## config.mk

```make
export PLATFORM = sky130hd
export DESIGN_NAME = pressure_frame_crc_checker_core
export DESIGN_NICKNAME = d
export VERILOG_FILES = /design/src/rtl/pcrc_pkg.sv /design/src/rtl/pcrc_frame_engine.sv /design/src/rtl/pressure_frame_crc_checker_core.sv
export SDC_FILE = /design/constraint.sdc
export NUM_CORES = 1
export LEC_CHECK = 0
export BUFFER_PORTS_ARGS = -buffer_cell sky130_fd_sc_hd__buf_4
export CAP_MARGIN = 0
export CORE_ASPECT_RATIO = 1.5
export CORE_MARGIN = 1.5
export CORE_UTILIZATION = 34
export DETAILED_ROUTE_END_ITERATION = 12
export HOLD_SLACK_MARGIN = 0.1
export SKIP_LAST_GASP = 1
export SYNTH_ARGS = -nofsm -noshare
export SYNTH_HDL_FRONTEND = slang
export SYNTH_SLANG_ARGS = --single-unit
```

## constraint.sdc

```tcl
create_clock -name i_clk -period 4.7 [get_ports i_clk]
set_input_delay 0.235 -clock i_clk [delete_from_list [all_inputs] [get_ports i_clk]]
set_output_delay 0.235 -clock i_clk [all_outputs]
set_load 0.02 [all_outputs]
```

## src/rtl/pcrc_pkg.sv

```systemverilog
// Shared types, constants and the CRC-8 byte step for the pressure frame checker.
package pcrc_pkg;

    localparam logic [7:0] CRC_POLY = 8'h31;
    localparam logic [7:0] CRC_INIT = 8'hFF;
    localparam logic [7:0] CRC_TOP  = 8'h80;
    localparam logic [7:0] FAIL_MAX = 8'hFF;

    localparam logic [1:0] STATUS_OK  = 2'd0;
    localparam logic [1:0] STATUS_CRC = 2'd1;
    localparam logic [1:0] STATUS_BUS = 2'd2;

    localparam logic CFG_FRAME_MODE = 1'b0;
    localparam logic CFG_MAX_FAILS  = 1'b1;

    localparam logic MODE_PRESS_TEMP = 1'b0;
    localparam logic MODE_PRESS_ONLY = 1'b1;

    typedef struct packed {
        logic [15:0] pressure_raw;
        logic [15:0] temperature_raw;
        logic [1:0]  frame_status;
        logic        reset_request;
    } t_result;

    function automatic logic [7:0] crc8_byte(input logic [7:0] crc, input logic [7:0] data);
        logic [7:0] c;
        c = crc ^ data;
        for (int k = 0; k < 8; k++) begin
            if ((c & CRC_TOP) != 8'h00) begin
                c = {c[6:0], 1'b0} ^ CRC_POLY;
            end else begin
                c = {c[6:0], 1'b0};
            end
        end
        return c;
    endfunction

endpackage

```

## src/rtl/pcrc_frame_engine.sv

```systemverilog
// Frame parser: byte position sequencer, running CRC, word holds and failure watchdog.
module pcrc_frame_engine (
    input  logic               i_clk,
    input  logic               i_rst_n,
    input  logic               i_accept,
    input  logic [7:0]         i_rx_byte,
    input  logic               i_first_byte,
    input  logic               i_bus_error,
    input  logic               i_frame_mode,
    input  logic [7:0]         i_max_fails,
    output logic               o_res_valid,
    output pcrc_pkg::t_result  o_res
);

    localparam logic [2:0] POS_P_HI  = 3'd0;
    localparam logic [2:0] POS_P_LO  = 3'd1;
    localparam logic [2:0] POS_P_CRC = 3'd2;
    localparam logic [2:0] POS_T_HI  = 3'd3;
    localparam logic [2:0] POS_T_LO  = 3'd4;
    localparam logic [2:0] POS_T_CRC = 3'd5;

    logic [2:0]  r_pos, n_pos;
    logic [7:0]  r_crc, n_crc;
    logic [7:0]  r_hi, n_hi;
    logic [7:0]  r_lo, n_lo;
    logic [15:0] r_press, n_press;
    logic        r_crc_fail, n_crc_fail;
    logic [7:0]  r_fail_cnt, n_fail_cnt;

    logic        restart;
    logic [2:0]  pos;
    logic        crc_fail;
    logic        fail_now;
    logic [7:0]  crc_step;

    always_comb begin
        restart  = i_first_byte && (r_pos != POS_P_HI);
        pos      = restart ? POS_P_HI : r_pos;
        crc_fail = restart ? 1'b0 : r_crc_fail;
        crc_step = pcrc_pkg::crc8_byte(r_crc, i_rx_byte);
        fail_now = crc_fail || (i_rx_byte != r_crc);

        n_pos      = r_pos;
        n_crc      = r_crc;
        n_hi       = r_hi;
        n_lo       = r_lo;
        n_press    = r_press;
        n_crc_fail = r_crc_fail;
        n_fail_cnt = r_fail_cnt;

        o_res_valid            = 1'b0;
        o_res.pressure_raw     = r_press;
        o_res.temperature_raw  = 16'h0000;
        o_res.frame_status     = fail_now ? pcrc_pkg::STATUS_CRC : pcrc_pkg::STATUS_OK;
        o_res.reset_request    = (i_max_fails == 8'h00);

        if (i_accept) begin
            if (i_bus_error) begin
                n_pos      = POS_P_HI;
                n_crc      = pcrc_pkg::CRC_INIT;
                n_crc_fail = 1'b0;
                if (r_fail_cnt != pcrc_pkg::FAIL_MAX) begin
                    n_fail_cnt = r_fail_cnt + 8'd1;
                end
                o_res_valid           = 1'b1;
                o_res.pressure_raw    = 16'h0000;
                o_res.frame_status    = pcrc_pkg::STATUS_BUS;
                o_res.reset_request   = (n_fail_cnt >= i_max_fails);
            end else begin
                n_crc_fail = crc_fail;
                case (pos)
                    POS_P_HI, POS_T_HI: begin
                        n_crc = pcrc_pkg::crc8_byte(pcrc_pkg::CRC_INIT, i_rx_byte);
                        n_hi  = i_rx_byte;
                        n_pos = pos + 3'd1;
                    end
                    POS_P_LO: begin
                        n_crc   = crc_step;
                        n_press = {r_hi, i_rx_byte};
                        n_pos   = POS_P_CRC;
                    end
                    POS_T_LO: begin
                        n_crc = crc_step;
                        n_lo  = i_rx_byte;
                        n_pos = POS_T_CRC;
                    end
                    POS_P_CRC: begin
                        if (i_frame_mode == pcrc_pkg::MODE_PRESS_TEMP) begin
                            n_crc_fail = fail_now;
                            n_pos      = POS_T_HI;
                        end else begin
                            o_res_valid = 1'b1;
                            n_fail_cnt  = 8'h00;
                            n_pos       = POS_P_HI;
                            n_crc       = pcrc_pkg::CRC_INIT;
                            n_crc_fail  = 1'b0;
                        end
                    end
                    default: begin
                        o_res_valid = 1'b1;
                        if (i_frame_mode == pcrc_pkg::MODE_PRESS_TEMP) begin
                            o_res.temperature_raw = {r_hi, r_lo};
                        end
                        n_fail_cnt = 8'h00;
                        n_pos      = POS_P_HI;
                        n_crc      = pcrc_pkg::CRC_INIT;
                        n_crc_fail = 1'b0;
                    end
                endcase
            end
        end
    end

    always_ff @(posedge i_clk) begin
        if (!i_rst_n) begin
            r_pos      <= POS_P_HI;
            r_crc      <= pcrc_pkg::CRC_INIT;
            r_hi       <= 8'h00;
            r_lo       <= 8'h00;
            r_press    <= 16'h0000;
            r_crc_fail <= 1'b0;
            r_fail_cnt <= 8'h00;
        end else begin
            r_pos      <= n_pos;
            r_crc      <= n_crc;
            r_hi       <= n_hi;
            r_lo       <= n_lo;
            r_press    <= n_press;
            r_crc_fail <= n_crc_fail;
            r_fail_cnt <= n_fail_cnt;
        end
    end

endmodule

```

## src/rtl/pressure_frame_crc_checker_core.sv

```systemverilog
// Top level of the pressure frame CRC checker: config registers, frame engine, output register.
//
// Usage:
//   Slave stream s_axis_* carries one received byte per item with two flags:
//   first byte of a read and bus error. Master stream m_axis_* carries one
//   result per completed frame (after the third or sixth byte) or per bus
//   error item: pressure and temperature words, frame status, reset request.
//   Bytes that do not finish a frame give no result.
//   Latency: a result is valid on m_axis the cycle after its last byte is taken.
//   Throughput: one byte per cycle while s_axis_tready is high; the CRC byte step
//   and the sequencer update are combinational logic ahead of the state registers.
//   Stall: s_axis_tready is high while the output register is empty or being
//   drained; a result held by a stalled receiver stops every input item until
//   it is taken, and results stay on m_axis unchanged until taken.
//   Reset: synchronous, active low; clears the sequencer, watchdog count and
//   output valid, sets the CRC to 0xFF, and sets frame_mode to 0 and max_fails to 2.
//   Config: write i_cfg_wdata to register i_cfg_addr (0 frame_mode, 1 max_fails)
//   while the block is idle.
module pressure_frame_crc_checker_core (
    input  logic        i_clk,
    input  logic        i_rst_n,
    input  logic        i_cfg_we,
    input  logic        i_cfg_addr,
    input  logic [7:0]  i_cfg_wdata,
    input  logic        s_axis_tvalid,
    output logic        s_axis_tready,
    input  logic [7:0]  s_axis_tdata,   // [7:0] rx_byte
    input  logic [1:0]  s_axis_tuser,   // [0] first_byte, [1] bus_error
    output logic        m_axis_tvalid,
    input  logic        m_axis_tready,
    output logic [31:0] m_axis_tdata,   // [15:0] pressure_raw, [31:16] temperature_raw
    output logic [2:0]  m_axis_tuser    // [1:0] frame_status, [2] reset_request
);

    logic              r_frame_mode;
    logic [7:0]        r_max_fails;
    logic              r_out_valid;
    pcrc_pkg::t_result r_out;

    logic              accept;
    logic              res_valid;
    pcrc_pkg::t_result res;

    assign s_axis_tready = !r_out_valid || m_axis_tready;
    assign accept        = s_axis_tvalid && s_axis_tready;

    always_ff @(posedge i_clk) begin
        if (!i_rst_n) begin
            r_frame_mode <= pcrc_pkg::MODE_PRESS_TEMP;
            r_max_fails  <= 8'd2;
        end else if (i_cfg_we) begin
            case (i_cfg_addr)
                pcrc_pkg::CFG_FRAME_MODE: r_frame_mode <= i_cfg_wdata[0];
                pcrc_pkg::CFG_MAX_FAILS:  r_max_fails  <= i_cfg_wdata;
                default: ;
            endcase
        end
    end

    pcrc_frame_engine u_engine (
        .i_clk        (i_clk),
        .i_rst_n      (i_rst_n),
        .i_accept     (accept),
        .i_rx_byte    (s_axis_tdata),
        .i_first_byte (s_axis_tuser[0]),
        .i_bus_error  (s_axis_tuser[1]),
        .i_frame_mode (r_frame_mode),
        .i_max_fails  (r_max_fails),
        .o_res_valid  (res_valid),
        .o_res        (res)
    );

    // Load on a new result, drop once taken.
    always_ff @(posedge i_clk) begin
        if (!i_rst_n) begin
            r_out_valid <= 1'b0;
        end else if (s_axis_tready) begin
            r_out_valid <= res_valid;
        end
    end

    always_ff @(posedge i_clk) begin
        if (s_axis_tready && res_valid) begin
            r_out <= res;
        end
    end

    assign m_axis_tvalid = r_out_valid;
    assign m_axis_tdata  = {r_out.temperature_raw, r_out.pressure_raw};
    assign m_axis_tuser  = {r_out.reset_request, r_out.frame_status};

endmodule

```

Word-level counts from Yosys, hierarchy flattened
Index checks and enable logic that the tools add are counted.
Word-level totals
  memories: 0
  memory bits (writable): 0
  word-level logic and storage cells: 132
  ROM bits: 0
  output and inout bits: 37
  register bits after elaboration: 97
  latch bits: 0
Cells by class
  $add $sub $neg: 2
  multipliers: 0
  bitwise logic cells: 21
  div/mod/pow operators: 0
  reductions and logical operators: 21
  $lt $le $gt $ge: 1
  shifts and indexed selects: 0
  multiplexer cells: 65
  equal/unequal tests: 8
Operators by type and width (number)
  8-bit 2-to-1 mux: 28
  6-bit 2-to-1 mux: 16
  16-bit 2-to-1 mux: 4
  3-bit NOT: 16
  35-bit 2-to-1 mux: 1
  8-bit case mux with 3 select lines: 1
  8-bit case mux with 2 select lines: 1
  3-bit case mux with 4 select lines: 1
  3-bit AND reduction: 4
  3-bit 2-to-1 mux: 3
  8-bit by 1-bit adder with 8-bit output, second input constant: 1
  8-bit >= comparator: 1
  8-bit zero test: 1
  8-bit != test: 1
  8-bit != test, second input constant: 1
  8-bit NOT: 1
  8-bit OR reduction: 1
  8-bit bitwise XOR: 1
  1-bit 2-to-1 mux: 7
  3-bit by 2-bit == test with 1-bit output, second input constant: 2
  2-bit AND reduction: 3
  5-bit OR reduction: 1
  1-bit case mux with 2 select lines: 2
  2-bit OR reduction: 2
  13 further kinds: 18

Logic depth before layout (Yosys ltp)
  word-level depth: 42
  depth in mapped cells: 10
  gate-level depth less buffers: 10

Hierarchy
From an unflattened synthesis, not the netlist that was laid out.
Second synthesis, totals
  cells, all modules: 485
  area total of the unflattened synthesis: 4812.1 µm²
Modules (own cells, without submodules)
  pcrc_frame_engine: area an instance 3338.2 µm², instances 1, seq. area each 1041.0 µm², cells each 402
  pressure_frame_crc_checker_core: area an instance 1473.9 µm², instances 1, seq. area each 1251.2 µm², cells each 83

Worst setup path after synthesis
OpenSTA, ideal clock, no wires.
  kind: reg2reg
  start point: register u_engine.r_pos[0]
  end point: register r_out (netlist bit m_axis_tdata[0]) (enable)
  path slack: 1369 ps
  path buffers: 0
  library setup time: 429 ps
  cell stages (with the launch flop): 7
  arrival: 2903 ps
  path through: dfxtp_1 > and2b_1 > ha_1 > or3_1 > a21oi_2 > a311oi_1 > nor2_1
Between the ends
  word-level cells in the longest chain between the ends: 9
  elaborated cells between the ends (all ways): 13
  those cells by class: eq/ne (4); mux (4); reduce/logical (5)
Ends and longest elaborated chain
  start, declared: RTL line pcrc_frame_engine.sv:22  | logic [2:0] r_pos, n_pos;
  start signal, assigned: RTL line pcrc_frame_engine.sv:124  | r_pos <= n_pos;
  3-bit nonzero test: RTL line pcrc_frame_engine.sv:37  | restart = i_first_byte && (r_pos != POS_P_HI);
  1-bit logical AND: RTL line pcrc_frame_engine.sv:37
  3-bit 2-to-1 mux (*): RTL line pcrc_frame_engine.sv:38  | pos = restart ? POS_P_HI : r_pos;
  3-bit by 2-bit == test with 1-bit output, or another cell as far along: RTL line pcrc_frame_engine.sv:71  | case (pos)
  4-bit OR reduction (no line)
  1-bit case mux with 2 select lines (*): RTL line pcrc_frame_engine.sv:71
  1-bit 2-to-1 mux (*): RTL line pcrc_frame_engine.sv:58  | if (i_bus_error) begin
  1-bit 2-to-1 mux (*): RTL line pcrc_frame_engine.sv:57  | if (i_accept) begin
  1-bit logical AND (*): RTL line pressure_frame_crc_checker_core.sv:83  | if (s_axis_tready && res_valid) begin
  end signal, assigned: RTL line pressure_frame_crc_checker_core.sv:84  | r_out <= res;
  end, declared: RTL line pressure_frame_crc_checker_core.sv:38  | pcrc_pkg::t_result r_out;
Every way passes the cells marked *; elsewhere a longest branch is shown, timed or not.
A chain may end at the register's enable or synchronous reset.

==> results.md <==
Run status:
- The run finished with clean final reports.

Logic synthesis:
- The number of nets handed over by synthesis was approximately 500.
- The synthesized design contains a little under 100 register bits.
- After synthesis, the share of cell area in mux cells is 0.07875.
- The cell area that synthesis handed to floorplanning was about 4900 sq um.
- Of the total synthesized cell area, the portion taken by AND, OR, NAND and NOR gates is 0.1902.
- By area, the combinational part of the netlist is dominated by simple AND/OR/NAND/NOR gates.
- In the synthesized netlist the async set-or-reset flop fraction comes to 0.
- The sequential-to-total area share from yosys stat is 0.4639.
- Of the total synthesized cell area, the portion taken by full adders, half adders and majority gates is 0.03292.
- The mean instance size in the synthesized netlist is between 10 and 15 sq um.
- In this run, synthesis inferred 35 flip-flops with an integrated enable.
- Synthesis handed over a netlist of between 400 and 500 instances.
- The yosys synthesis warning count is 0.
- The xor and xnor fraction of the mapped netlist area is 0.08433.
- The distinct cell type count of the synthesized netlist is 66.
- The most used flip-flop cell after synthesis is dfxtp_1.
- The area fraction in compound gates after synthesis was 0.1112.

Drt:
- The mean routed wirelength per cell is ~15 microns.
- The count of TritonRoute iterations in the first routing pass is 4.
- In this run, the number of DRC markers left after iteration 0 of detailed routing was ~120.
- Dividing the detail-routed via count by the number of cells gives around 4.8.
- The overall routed net length is a little over 10000 microns.
- The via total after detailed routing is 3352.
- The count of unresolved DRC violations after routing is 0.
- The number of routed nets with antenna violations is 0.

Critical path:
- The start-to-end type of the worst setup path is register to register.
- Data on the critical path arrives at its endpoint at about 2.9 ns.
- The highest net fanout along the worst path is 6.
- The critical path launch point type is a register.
- The launch instance of the worst register-to-register path is u_engine.r_fail_cnt[0].
- The slowest cell on the critical path is dfxtp_1.
- The endpoint required time on the critical path is 4.81 ns.
- The number of buffers and inverters on the critical path is 0.
- The kind of cell with the highest combined delay along the critical path is compound AO/OA/AOI/OAI gates.
- Tracing the worst setup path back leads to its startpoint at u_engine.r_fail_cnt[0].
- The library cell appearing most often on the critical path is ha_1.
- The worst setup path is captured at a register.
- The delay contributed by the slowest stage of the critical path is approximately 0.44 ns.
- Traced cell by cell, the critical path runs through ha_1 -> and2_0 -> nand3_1 -> xnor2_1 -> ha_1 -> nand2b_1 -> a21o_1 -> a21oi_1 -> o211ai_1 -> a31o_2.

Floorplan:
- The height of the chip is approximately 150 microns.
- The initial utilization of the core area, before any placement, comes to 0.3498.
- The die footprint is between 15000 and 20000 sq um.
- After floorplanning, the core was sized to cover approximately 14000 sq um.
- For this design the top-level I/O count stands at 61.
- Measured along the x axis, the die boundary spans just over 100 microns.
- The floorplan row count is 53.

Layout:
- The final-layout fill cell count is between 1000 and 1500.
- Compared with the post-synthesis result, the final layout area differs by 17.27%.
- The top cell types in the final layout, fill and taps aside, are dfxtp_1, buf_4, nor2b_1.
- The most frequent standard cell in the layout excluding fill and tap cells is dfxtp_1.
- 0 antenna diodes ended up in the layout.
- The net count of the finished layout is approximately 530.
- The final instance area is about 5800 sq um.
- The share of final-layout standard cells stronger than drive strength 1 is 0.2080.

CTS:
- The cts-stage hold buffer count is 0.
- Once the clock tree was built, the setup fixing pass inserted 0 buffers.
- The TritonCTS clock tree is yes.
- For this design, the sink count on the clock tree is 97.
- For the worst-skew pair, the clock arrives at the later sink with an insertion delay of around 0.35 ns.
- The cell sitting at the root of the clock tree is a clkbuf_16.
- In this run the number of H-tree levels came out at 3.
- Clock-pin slew was measured on the worst setup and hold paths at 0.08 ns.
- Counting along the longest clock path gives a buffer depth of 2.
- The post-cts sizing count is 0.
- The number of buffers inserted during clock tree synthesis is 9.

STA:
- The count of endpoints failing hold in the final timing report came to 0.
- The setup-violating endpoint count in the final report is 0.
- The worst clock skew is around 0.01 ns.
- The final max-slew violation count is 0.
- In the finished design, the share of the clock period the worst path needs comes to 0.5881.
- For this run, the top clock speed supported by timing is 361.8 MHz.
- Setup repair after global routing left no endpoint under its margin.
- The worst path in the final design needs a cycle of between 2 and 3 ns, including I/O delays and setup.
- The relative max-transition margin is 0.2880.
- Final hold analysis gives a worst-case slack of 0.1195 ns.
- In the final timing run, aggregate negative setup slack is 0 ns.
- For the pin with the worst max-slew slack, the measured transition is approximately 1.1 ns.

Power:
- VDD sags by at most roughly 0.00016 V.
- For this design the static power due to leakage is about 2.2 nW.
- Dividing total power by cell area gives a power density of between 300 and 400 nW/um^2.
- Power comes to 1.897 mW.

Place:
- The congestion estimate from routability-driven global placement came to slightly above 0.8.
- The half-perimeter wire length after placement is ~7100 microns.
- The number of buffers inserted by port buffering is 60.
- Summing all placed instances gives a cell area of about 5500 sq um.

Global routing:
- The wire length of the first global-routing pass is between 15000 and 20000 microns.
- The via count of the first global-routing pass is 3215.
- Summed over all layers, the global routing overflow is 0.
- The number of antenna violations at the first check in global routing is 0.
- For this run, the total global-route usage over all layers was measured as 0.1387.
- The maximum number of pins on one net before global-route repair is 61.

Job:
- The tool flagged a number of max-cap violations equal to 0.

Min path:
- The worst hold path startpoint is i_cfg_wdata[1].
- The min-delay analysis places its worst path in the category input pin to register.
==> registers in the layout, summed over array words and instances (netlist names) <==
| register | count |
|---|---|
| m_axis_tvalid | 1 |
| u_engine.r_lo | 8 |
| u_engine.r_crc_fail | 1 |
| m_axis_tuser | 3 |
| r_max_fails | 8 |
| r_frame_mode | 1 |
| m_axis_tdata | 32 |
| u_engine.r_fail_cnt | 8 |
| u_engine.r_hi | 8 |
| u_engine.r_crc | 8 |
| u_engine.r_press | 16 |
| u_engine.r_pos | 3 |
==> final cells by class <==
cell class | count | area, sq um | area share
clock inverters | 7 | 76.32 | 0.01317
multi-input cells | 315 | 2465 | 0.4254
well taps | 192 | 240.2 | 0.04146
inverters | 12 | 45.04 | 0.007774
flip-flops and latches | 97 | 2292 | 0.3956
clock buffers | 9 | 225.2 | 0.03887
repair buffers | 60 | 450.4 | 0.07774
==> cells by family (layout without fill, tap and decap cells) <==
kind of cell	after synthesis	after routing
AOI/OAI and AO/OA	71	71
xor gates and xnor gates	37	37
adders and majority gates	13	13
buffers and inverters	37	88
DFF	97	97
muxes	38	38
and+or+nand+nor	156	156
==> per-stage QoR <==
stage,util,worst slack (ns),std cells
5_1_grt,0.4102,1.725,692
6_report,0.4102,1.936,692
2_1_floorplan,-,1.369,449
3_5_place_dp,0.3889,1.834,676
3_3_place_gp,0.3889,1.950,676
4_1_cts,0.4102,1.908,692
==> synthesized netlist by cell type (all sizes together), types with 4 or more instances <==
cell type   n  area, sq um
nand2      26        97.59
nor4        4        25.02
a21boi     12        90.08
nor2       10        37.54
o21ai       6        33.78
clkbuf     11        45.05
a21oi      16        87.59
o221ai      7        61.31
dfxtp      62         1241
nor2b      37        231.5
edfxtp     35         1051
inv        11        41.29
buf        14        101.4
mux2        4        45.04
nand2b      8        52.55
o211ai      4        30.03
xnor2      16        173.9
o21a        7        52.55
ha         13        162.7
and2       33        206.5
xor2       18        172.7
mux2i      34        344.1
nand3      16        80.08
==> worst paths after layout <==
path	cells after the start	slack, ns	endpoint
worst max-delay path	10	1.94	m_axis_tuser[2]
worst min-delay path	3	0.12	r_max_fails[1]
worst max register to register	10	1.94	m_axis_tuser[2]
worst min register to register	2	0.48	r_max_fails[5]
==> power by group <==
group	total, mW	switching [mW]	leakage, nW	internal [mW]
Sequential	0.915	0.0186	0.846	0.897
Clock	0.726	0.351	0.140	0.374
Combinational	0.256	0.140	1.19	0.115
Total	1.90	0.510	2.18	1.39
==> metal layers <==
| metal | GRT usage | wire length [microns] | vias to the layer above |
|---|---|---|---|
| met1 | 0.1664 | 4366 | 1587 |
| met2 | 0.2379 | 5188 | 74 |
| met5 | 0 | 0 | - |
| met4 | 0.06458 | 203 | 0 |
| met3 | 0.02507 | 340 | 15 |
| li1 | - | - | 1676 |
==> worst register-to-register path, stage by stage (launching register included) <==
cell and delay [ns]:
dfxtp_1 0.44, ha_1 0.29, and2_0 0.32, nand3_1 0.21
xnor2_1 0.18, ha_1 0.27, nand2b_1 0.13, a21o_1 0.17
a21oi_1 0.14, o211ai_1 0.11, a31o_2 0.25
No activity file was read; power rests on OpenSTA's default activity.
